**config.mk**
```make
export PLATFORM = sky130hd
export DESIGN_NAME = chgs_ram
export DESIGN_NICKNAME = d
export VERILOG_FILES = /design/src/rtl/core/chgs_ram.sv
export SDC_FILE = /design/constraint.sdc
export NUM_CORES = 2
export LEC_CHECK = 0
export BUFFER_PORTS_ARGS = -buffer_cell sky130_fd_sc_hd__buf_4
export CORE_MARGIN = 3
export CORE_UTILIZATION = 55
export CTS_BUF_LIST = sky130_fd_sc_hd__clkbuf_8
export DETAILED_ROUTE_END_ITERATION = 16
export PLACE_DENSITY = 0.75
export SYNTH_ARGS = -nofsm -noshare
export SYNTH_HDL_FRONTEND = slang
export SYNTH_SLANG_ARGS = --single-unit
```
**constraint.sdc**
```tcl
create_clock -name clk -period 3.6 [get_ports clk]
set_input_delay 0.36 -clock clk [delete_from_list [all_inputs] [get_ports clk]]
set_output_delay 0.36 -clock clk [all_outputs]
set_load 0.02 [all_outputs]
```
**src/rtl/core/chgs_ram.sv**
```systemverilog
// Generic single write port, single read port RAM with registered read data.
// No dependencies.
`timescale 1ns / 1ps
`default_nettype none

module chgs_ram #(
    parameter int WIDTH = 32,
    parameter int DEPTH = 64
) (
    input  wire logic                     clk,
    input  wire logic                     we,
    input  wire logic [$clog2(DEPTH)-1:0] waddr,
    input  wire logic [WIDTH-1:0]         wdata,
    input  wire logic [$clog2(DEPTH)-1:0] raddr,
    output logic      [WIDTH-1:0]         rdata
);

    logic [WIDTH-1:0] mem [DEPTH];

    // write port and registered read port
    always_ff @(posedge clk)
    begin
        if (we)
        begin
            mem[waddr] <= wdata;
        end
        rdata <= mem[raddr];
    end

endmodule

`default_nettype wire

```
Word-level counts from Yosys, hierarchy flattened
Memories as Yosys holds them, arrays and structs flattened. A register that Yosys moved wholly into a read port is not among the register bits.
Cells that the tools add are included.
- bits in registers: 0
- bits in writable memories: 2048
- output and inout bits: 32
- memories: 1
- logic and storage cells: 3
- memories (name ; depth ; bits a word ; read ports ; clocked after Yosys merged registers in ; write ports ; line ; RTL):
    mem ; 64 ; 32 ; 1 ; 1 ; 1 ; 18 ; logic [WIDTH-1:0] mem [DEPTH];
- mux-type cells: 2
- operator list (operator ; count):
    $mux W1 ; 2

Depth between registers and ports, before layout
- depth after elaboration: 2
- gate-level depth with buffers: 10
- depth with buffers taken out: 5

Worst setup path after synthesis
OpenSTA, ideal clock, no wires.
- kind: input port to flip-flop
- from: in waddr[3]
- to: mem mem[48][0] (enable)
- stages on the path: 4
- path buffers: 1
- path slack: 0.080 ns
- arrival: 3.059 ns
- path through: clkbuf_1 nor2b_1 nand4b_1 nor3_1
- RTL lines (item ; line ; RTL):
    from (decl) ; 12 ; input wire logic [$clog2(DEPTH)-1:0] waddr,
    to (decl) ; 18 ;
No word-level cell before the write port.

==> metrics <==
Net Switching 0.0106 W; crit path time final 2.62 ns; Worst setup EP type flop; Worst setup endpoint rdata[29]; Root Buffer clkbuf_8; worst hold slack 0.122 ns; via count 38.3k; Die Span X 384 um; cell with the largest stage delay on the worst path or2_1; via density per instance 6.50; top-count cell post-synth edfxtp_1; first-pass GRT wire length 279000 um; Worst setup SP type primary input; final setup vio count 0; detailed placer's ending HPWL 106000 um; clock slew at reported path FFs 0.06 ns; share of layout cells above drive strength 1 31.6%; number of global-route vias before repair 38.8k; Cells after Synth 3324; fin crit share 72.9%; Slew @ Worst Pin 1.35 ns; register area share after synthesis 79.1%; Synth Flop Type edfxtp_1; RSZ-0062 raised after global routing false; top cells by count, synth 2048 x edfxtp_1, 544 x mux4_2, 137 x nor2_1; Placer Congestion 0.819; H-tree depth 5; Setup TNS Final 0 ns; Min-Delay Path Class primary input to flop; synthesized net count 3370; CTS tree yes; Final Hold Vio Count 0; # rows 138; critical path startpoint raddr[4]; Seq cells post-synth 2080; CP most frequent cell buf_4; CTS Buf Count 332; relative slew slack 9.77%; Stages on worst setup path 6; Detailed Routing Iterations Pass 1 6; status completed; GRT overflow 0; CP top delay family simple AND/OR/NAND/NOR gates; Flop pwr share 55.8%; Initial Utilization 55.5%; Buf/Inv on CP 3; Post-synth EDFFs 2048; Area contributors post-synth edfxtp_1 78%, mux4_2 16%, mux2i_1 1.2%; critical path class primary input to flop; worst r2r src mem[7][29]; Core ar. 142000 um^2; fin nets 3801; Yosys Warn Count 0; Pwr Density 540 nW/um^2; gr usage total 26.9%; Sw Share 21.8%; Avg WL per Cell 32.9 um; Post-Route WL 194000 um; max-cap viol count 0; IO Pins 78; VDD IR max 0.000453 V; Tot Pwr 0.0483 W; Clock power frac 39.0%; Cell Area, Synth 78500 um^2; cell type with the largest total area after synthesis edfxtp_1; maximum fanout along the worst path 32; clk_skew 0.0540 ns; required time worst endpoint 4.53 ns; largest net degree at the start of global routing 65; port buffer count 77; Reg2Reg Capture Point rdata[29]; antenna-violating nets left 0; worst stage delay on the critical path 1.11 ns; Die ar. 147000 um^2; DRC errors left 0; average size of a mapped cell 23.6 um^2; Worst-Skew Late Latency 1.03 ns; Gate power share 5.2%; initial antenna violation count 7; leakage dissipation 28.4 nW; crit path cell chain dlygate4sd3_1, buf_4, or2_1, buf_4, o22ai_1, nor2_1; Area Growth Syn to Fin 13.9%; internal cell power 0.0378 W; r2r worst-path depth 4; f_max 381 MHz; clock net sink count 2080; Async SR Flop Fraction 0%; post-synth top area share 78.3%; Initial DRC Count 5363; clock tree buffer depth 4; final slew viol count 0; setup bufs post-CTS 0; WP data arrival 3.55 ns; flop2flop setup slack 1.24 ns; DIE HEIGHT 384 um; Distinct cells, synth 34
-- sequential cells by signal (all words and copies together), names as in the netlist --
name,flops
mem,2048
rdata,32
-- routing by layer --
metal / part of all wire [%] / wire (um) / vias up / track usage (%)
met4: 3.4 / 6560 / 2 / 9.60
li1: - / - / 15200 / -
met1: 37 / 71600 / 20200 / 38.0
met3: 12 / 23200 / 342 / 7.32
met2: 48 / 92500 / 2553 / 41.0
met5: 0.0041 / 8 / - / 0
-- cell type report --
type	count	area (um^2)
fill	9098	52100
clock buffer	360	4950
timing repair buffer	279	2820
tap	1890	2360
sequential	2080	62100
clock inverter	215	1170
multi-input combinational	1062	16000
antenna	7	17.5
-- what timing repair did --
item                                    CTS  global route
endpoints found under the hold margin  2092             0
hold buffers                             39             0
gates resized for setup                   0             0
-- cells in the final DEF (no fill, tap or decap), types with 3 or more instances in the layout --
master	count
a21oi_1	62
a22oi_1	12
a311oi_1	8
a41o_1	4
and3_1	4
buf_12	48
buf_4	188
buf_8	3
bufinv_16	11
clkbuf_8	360
clkinv_1	61
clkinv_2	30
clkinvlp_4	8
dfxtp_1	32
diode_2	7
dlygate4sd3_1	39
edfxtp_1	2048
inv_1	103
mux2i_1	93
mux4_2	544
nand2_1	26
nand2b_1	7
nand3_1	5
nand3b_1	5
nor2_1	75
nor2_4	62
nor2b_1	15
nor3_1	5
o221ai_1	27
o22ai_1	84
o32ai_1	4
or3_1	3
or3b_2	3
-- power by group through the flow --
stage | Sequential (W) | Combinational (W) | Clock [W]
after global placement | 0.0275 | 0.00245 | 0
after global routing | 0.0269 | 0.00266 | 0.0202
after detailed placement | 0.0275 | 0.00249 | 0
after floorplan | 0.0274 | 0.00130 | 0
final | 0.0270 | 0.00253 | 0.0188
after CTS | 0.0270 | 0.00254 | 0.0191
-- per-stage QoR --
step	utilization, %	worst slack, ns	cell area [um^2]	instances
after CTS	63.2	1.20	89400	5886
after floorplan	-	0.0802	78500	3324
after global placement	58.6	0.307	82900	5272
final	63.2	0.976	89400	5893
after global routing	63.2	1.07	89400	5890
after detailed placement	58.6	0.259	82900	5272
-- worst min-delay path by stage --
stage	startpoint	end	slack, ns	cells after the start
6_report	waddr[2]	mem[49][0]	0.12	3
3_5_place_dp	rdata[25]	rdata[25]	0.77	1
3_3_place_gp	rdata[25]	rdata[25]	0.78	1
4_1_cts	waddr[2]	mem[49][30]	0.01	3
2_1_floorplan	wdata[0]	mem[0][0]	0.46	0
5_1_grt	waddr[2]	mem[49][30]	0.07	3
-- worst register-to-register path: stages (launching register included) --
cell	delay, ns
edfxtp_1	0.36
mux4_2	0.49
mux4_2	0.48
o22ai_1	0.65
nor2_1	0.23
-- logic make-up after synthesis --
logic type,count (synthesis),synth area share [%]
simple gates,223,1.27
compound gates,202,1.67
flops,2080,79.1
mux,637,16.8
buf+inv,182,1.13
Power figures use the tool's default switching activity.
