`config.mk`:
```
export PLATFORM = sky130hd
export DESIGN_NAME = chgs_turn
export DESIGN_NICKNAME = d
export VERILOG_FILES = /design/src/rtl/core/chgs_pkg.sv /design/src/rtl/core/chgs_turn.sv
export SDC_FILE = /design/constraint.sdc
export NUM_CORES = 1
export LEC_CHECK = 0
export BUFFER_PORTS_ARGS = -buffer_cell sky130_fd_sc_hd__buf_2
export CAP_MARGIN = 20
export CELL_PAD_IN_SITES_DETAIL_PLACEMENT = 1
export CELL_PAD_IN_SITES_GLOBAL_PLACEMENT = 1
export CORE_MARGIN = 2
export CORE_UTILIZATION = 25
export DETAILED_ROUTE_END_ITERATION = 10
export PLACE_DENSITY = 0.55
export SYNTH_ARGS = -nofsm -noshare
export SYNTH_HDL_FRONTEND = slang
export SYNTH_SLANG_ARGS = --single-unit
```
`constraint.sdc`:
```
create_clock -name clk -period 10.6 [get_ports clk]
set_input_delay 2.12 -clock clk [delete_from_list [all_inputs] [get_ports clk]]
set_output_delay 2.12 -clock clk [all_outputs]
set_load 0.005 [all_outputs]
```
`src/rtl/core/chgs_pkg.sv`:
```
// Shared types and constants for the Graham scan convex hull block.
// Used by the hull sequencer, the turn unit and the checker; no dependencies.
`timescale 1ns / 1ps
`default_nettype none

package chgs_pkg;

    // default geometry of the point store and coordinates
    localparam int MAX_POINTS_DEF = 64;
    localparam int COORD_BITS_DEF = 16;

    // fixed widths of the payload fields
    localparam int FIELD_W = 16;
    localparam int VIDX_W  = 6;

    // smallest set that has a hull
    localparam int MIN_POINTS = 3;

    // result of the turn unit: sign of the cross product
    typedef struct packed {
        logic done;
        logic left;
        logic zero;
    } turn_res_t;

endpackage

`default_nettype wire

```
`src/rtl/core/chgs_turn.sv`:
```
// Shared turn unit: sign of a*b - c*d from two products taken in turn on one multiplier.
// Depends on chgs_pkg for the result struct.
`timescale 1ns / 1ps
`default_nettype none

module chgs_turn #(
    parameter int DW = 17
) (
    input  wire logic                 clk,
    input  wire logic                 rst_n,
    input  wire logic                 start,
    input  wire logic signed [DW-1:0] op_a,
    input  wire logic signed [DW-1:0] op_b,
    input  wire logic signed [DW-1:0] op_c,
    input  wire logic signed [DW-1:0] op_d,
    output chgs_pkg::turn_res_t       res
);

    typedef enum logic [1:0] {
        T_IDLE,
        T_MUL1,
        T_MUL2,
        T_DONE
    } tstate_t;

    tstate_t                 state_reg;
    logic signed [DW-1:0]    a_reg, b_reg, c_reg, d_reg;
    logic signed [2*DW-1:0]  p_reg, q_reg;
    logic signed [DW-1:0]    mul_x, mul_y;
    logic signed [2*DW-1:0]  mul_p;

    // one multiplier, operands picked by the step
    assign mul_x = (state_reg == T_MUL1) ? a_reg : c_reg;
    assign mul_y = (state_reg == T_MUL1) ? b_reg : d_reg;
    assign mul_p = mul_x * mul_y;

    // sequencing of the two products
    always_ff @(posedge clk or negedge rst_n)
    begin
        if (!rst_n)
        begin
            state_reg <= T_IDLE;
        end
        else
        begin
            case (state_reg)
                T_IDLE:
                begin
                    if (start)
                    begin
                        state_reg <= T_MUL1;
                    end
                end
                T_MUL1:  state_reg <= T_MUL2;
                T_MUL2:  state_reg <= T_DONE;
                T_DONE:  state_reg <= T_IDLE;
                default: state_reg <= T_IDLE;
            endcase
        end
    end

    // operand and product registers
    always_ff @(posedge clk)
    begin
        if (state_reg == T_IDLE && start)
        begin
            a_reg <= op_a;
            b_reg <= op_b;
            c_reg <= op_c;
            d_reg <= op_d;
        end
        if (state_reg == T_MUL1)
        begin
            p_reg <= mul_p;
        end
        if (state_reg == T_MUL2)
        begin
            q_reg <= mul_p;
        end
    end

    // compare of the two products
    assign res.done = (state_reg == T_DONE);
    assign res.left = (p_reg > q_reg);
    assign res.zero = (p_reg == q_reg);

endmodule

`default_nettype wire

```
Word level (Yosys, flattened, before mapping) --
Index checks and enable logic that the tools add are counted. Widths: inputs -> output; s select.
Cells by class: magnitude comparators 1, multiply operators 1, muxes and demuxes 4, reduce and logical (&&, ||, !) cells 2, eq/ne operators 5
Operators by type and width (count):
- $eq 34x34->1 | 1
- $gt 34x34->1 | 1
- $mul 17x17->34 | 1
- $mux 17 | 2
- $pmux 2 s4 | 1
- $eq 2x2->1 const B | 2
- $eq 2x1->1 const B | 1
- $logic_not 2->1 | 1
- $mux 2 | 1
- $ne 2x2->1 const B | 1
- $logic_and 1x1->1 | 1
Storage, ports and cells: output and inout bits 3, register bits after elaboration 138

Logic depth before layout (Yosys ltp) --
word-level depth 3, mapped depth 29, mapped depth without buffers 25

Worst setup path after synthesis --
Ideal clock, no wire load.
kind reg2reg, start point register state_reg[1], end point register p_reg[33] (data pin), setup time 0.270 ns, buffers on the path 4, stages on the path, launching flop included 26, path slack 2.604 ns, data arrival time 7.727 ns, cells stage by stage dfrtp_1 -> inv_1 -> ha_1 -> buf_2 -> buf_2 -> buf_2 -> mux2_2 -> nand2_1 -> inv_1 -> fa_1 -> fa_1 -> inv_1 -> fa_1 -> fa_1 -> fa_1 -> fa_1 -> inv_1 -> ha_1 -> clkbuf_1 -> a21o_1 -> a21o_1 -> nand2_1 -> a21oi_1 -> or2_2 -> a21oi_1 -> o211ai_2
Between the ends: cells in the longest elaborated chain, start to end 3, elaborated cells on any way between the ends 4
RTL lines:
- start: declaration | RTL line chgs_turn.sv:26 | tstate_t state_reg;
- start signal: assignment | RTL line chgs_turn.sv:42 | state_reg <= T_IDLE;
- start signal: assignment | RTL line chgs_turn.sv:51 | state_reg <= T_MUL1;
- start signal: assignment | RTL line chgs_turn.sv:54 | T_MUL1: state_reg <= T_MUL2;
- $eq 2x1->1 (*) | RTL line chgs_turn.sv:33, chgs_turn.sv:34
- $mux 17, on equally long branches | RTL line chgs_turn.sv:33, chgs_turn.sv:34
- $mul 17x17->34 (*) | RTL line chgs_turn.sv:35 | assign mul_p = mul_x * mul_y;
- named net mul_p[33] | RTL line chgs_turn.sv:30 | logic signed [2*DW-1:0] mul_p;
- end signal: assignment | RTL line chgs_turn.sv:74 | p_reg <= mul_p;
- end: declaration | RTL line chgs_turn.sv:28 | logic signed [2*DW-1:0] p_reg, q_reg;
The timed path passes the listed nets; every way through them passes the cells marked *. A chain may end at the register's enable or synchronous reset.

Worst setup path after layout --
Ends and elaborated chain as after synthesis.

==> impl_metrics.tcl <==
set metrics [dict create \
    hold_class "reg2reg" \
    timing.rr.start "state_reg[1]" \
    layout_common_cells "inv_1 (386), fa_1 (296), nor2_1 (189)" \
    synth-compound-area-share_pct 4.949 \
    grt_pass1_vias 12140 \
    nFillCells 7519 \
    overflow 0 \
    dieArea_sq_mm 0.06811 \
    r2r_slack_ps 2780 \
    critical_path.max_fanout 48 \
    drc 0 \
    setup_tns_ps 0 \
    via_count 10770 \
    worstMarginPinSlew_ps 1088 \
    synth-edff-count 136 \
    clk_path_buf_depth 2 \
    outcome "finished, final reports clean" \
    clkSlewWorstSetupHoldPaths_ps 60 \
    grt_start_max_net_pins 68 \
    r2r-end "p_reg[33]" \
    row_count 94 \
    synthAdderAreaFrac_pct 45.29 \
    routed_via_density 4.267 \
    cts_made_buffers 17 \
    yosysTopAreaCell "fa_1" \
    start_kind "flop" \
    skew_ps 21.10 \
    max_stage_delay_ps 810 \
    routabilityCongestion 0.8268 \
    final_nets 2138 \
    slew_headroom_pct 25.38 \
    r2r_cells 21 \
    grtUsageTotal_pct 13.54 \
    initial_utilization_pct 25.16 \
    cp.required_ps 10800 \
    synthTopCellsByArea "fa_1 (36%), edfxtp_1 (25%), ha_1 (9.4%), inv_1 (8.8%), nor2_1 (4.3%)" \
    place_hpwl_mm 36.76 \
    final-hold-violation-count 0 \
    die_x_um 261.0 \
    worst-path-buf-inv 4 \
    clk_latency_ps 480 \
    htree_levels 4 \
    synth-xor-area-share_pct 1.751 \
    worstPathCellList "inv_1 > ha_4 > mux2i_1 > buf_4 > nor2_1 > fa_1 > fa_1 > inv_1 > fa_1 > fa_1 > fa_1 > fa_1 > inv_1 > ha_1 > a21o_1 > a21o_1 > nand2_1 > a21oi_1 > or2_2 > a21oi_1 > o211ai_2" \
    cts.sinks 138 \
    synth_top_family_by_area "adder cells" \
    synth_cell_types 58 \
    fin_crit_sh_pct 73.78 \
    arrival_ps 8020 \
    avgSynthCellArea_sq_um 10.58 \
    crit_path_start "state_reg[1]" \
    cp_top_family "adder cells" \
    ys_seq_area_share_pct 25.04 \
    synth_fp_nets 2051 \
    mostFrequentLayoutCell "inv_1" \
    crit_type "reg2reg" \
    postCtsResizedCells 0 \
    die_h_um 261.0 \
    syn_inst 1560 \
    antenna_left 0 \
    layout-drive-gt1-share_pct 10.96 \
    dr.pass1.iters 5 \
    slew_viol_final 0 \
    coreArea_sq_mm 0.06563 \
    cts_tree "done" \
    hold_ws_ps 591.8 \
    fin_crit_ps 7821 \
    cts_hold_buf 0 \
    hold_depth 1 \
    ys.flop_type "edfxtp_1" \
    endpoint "p_reg[33]" \
    cp.depth 21 \
    drv_cap 0 \
    drt_wl_total_mm 43.31 \
    cts_setup_buffers 0 \
    fin_util_pct 28.37 \
    antenna_found_initial 0 \
    synthSimpleGateAreaFrac_pct 9.466 \
    grt_pass1_wl_mm 69.89 \
    fmax_mhz 127.9 \
    root_buffer "clkbuf_16" \
    setup_viol 0 \
    drt_iter0_markers 495 \
    cpMaxStageDelayCell "mux2i_1" \
    antenna_cells 0 \
    rsz0062_at_grt "no" \
    syn2layout_area_growth_pct 12.78 \
    yosys.area.top_type_share_pct 35.89 \
    wl_per_cell_um 17.16 \
    cp_common_cell "fa_1" \
    synth.ff_latch_count 138 \
    syn_area_sq_mm 0.01651 \
    synth_mux_area_share_pct 3.971 \
    cp-end-kind "flop" \
    io_pins 74 \
    synthArstFlopShare_pct 1.449 \
    numPortBuffers 73 \
    yosys_warnings 0 \
]
[final cells by class]
type | count | area (sq um) | area share (%)
Tap cell | 864 | 1081 | 5.806
Multi-Input combinational cell | 1005 | 10820 | 58.13
Clock buffer | 17 | 425.4 | 2.285
Timing Repair Buffer | 99 | 561.8 | 3.017
Inverter | 386 | 1449 | 7.782
Sequential cell | 138 | 4134 | 22.20
Clock inverter | 15 | 143.9 | 0.7728
[worst min-delay path by stage]
stage | slack, ps | to | start
finish | 590 | state_reg[1] | state_reg[1]
global route | 610 | state_reg[1] | state_reg[1]
CTS | 590 | state_reg[1] | state_reg[1]
detailed placement | 570 | state_reg[1] | state_reg[1]
global placement | 540 | state_reg[1] | state_reg[1]
floorplan | 530 | state_reg[1] | state_reg[1]
[logic make-up after synthesis]
logic type | count (synthesis)
compound gates | 112
buf+inv | 417
mux | 62
simple gates | 378
flops | 138
xor+xnor | 33
fa+ha+maj | 420
[per-stage QoR]
stage	area, sq um	setup slack [ps]	cells
after floorplan	16510	2604	1560
after global placement	18000	2432	2486
after detailed placement	18050	2755	2492
after CTS	18620	2749	2524
after global routing	18620	2317	2524
final	18620	2779	2524
[cells in the mapped netlist (all sizes together), types with 3 or more instances]
master,instances
a2111oi,3
a211o,3
a211oi,7
a21o,16
a21oi,31
a31oi,5
and3,3
buf,7
clkbuf,24
edfxtp,136
fa,296
ha,124
inv,386
mux2,28
mux2i,34
nand2,134
nand2b,7
nand3,10
nand4,7
nor2,189
nor2b,9
nor3,5
o211ai,5
o21a,8
o21ai,16
or2,5
xnor2,28
xor2,5
[metal layers]
layer | global-route usage, % | vias up | part of all wire, %
met5 | 0 | - | 0
met4 | 3.977 | 0 | 1.8
met3 | 2.226 | 33 | 3.2
met2 | 22.23 | 152 | 47
met1 | 18.41 | 5591 | 48
li1 | - | 4994 | -
Power is left out: the tool's default activity adds up to more than one toggle a clock period on the data nets, which glitch-free logic cannot reach.
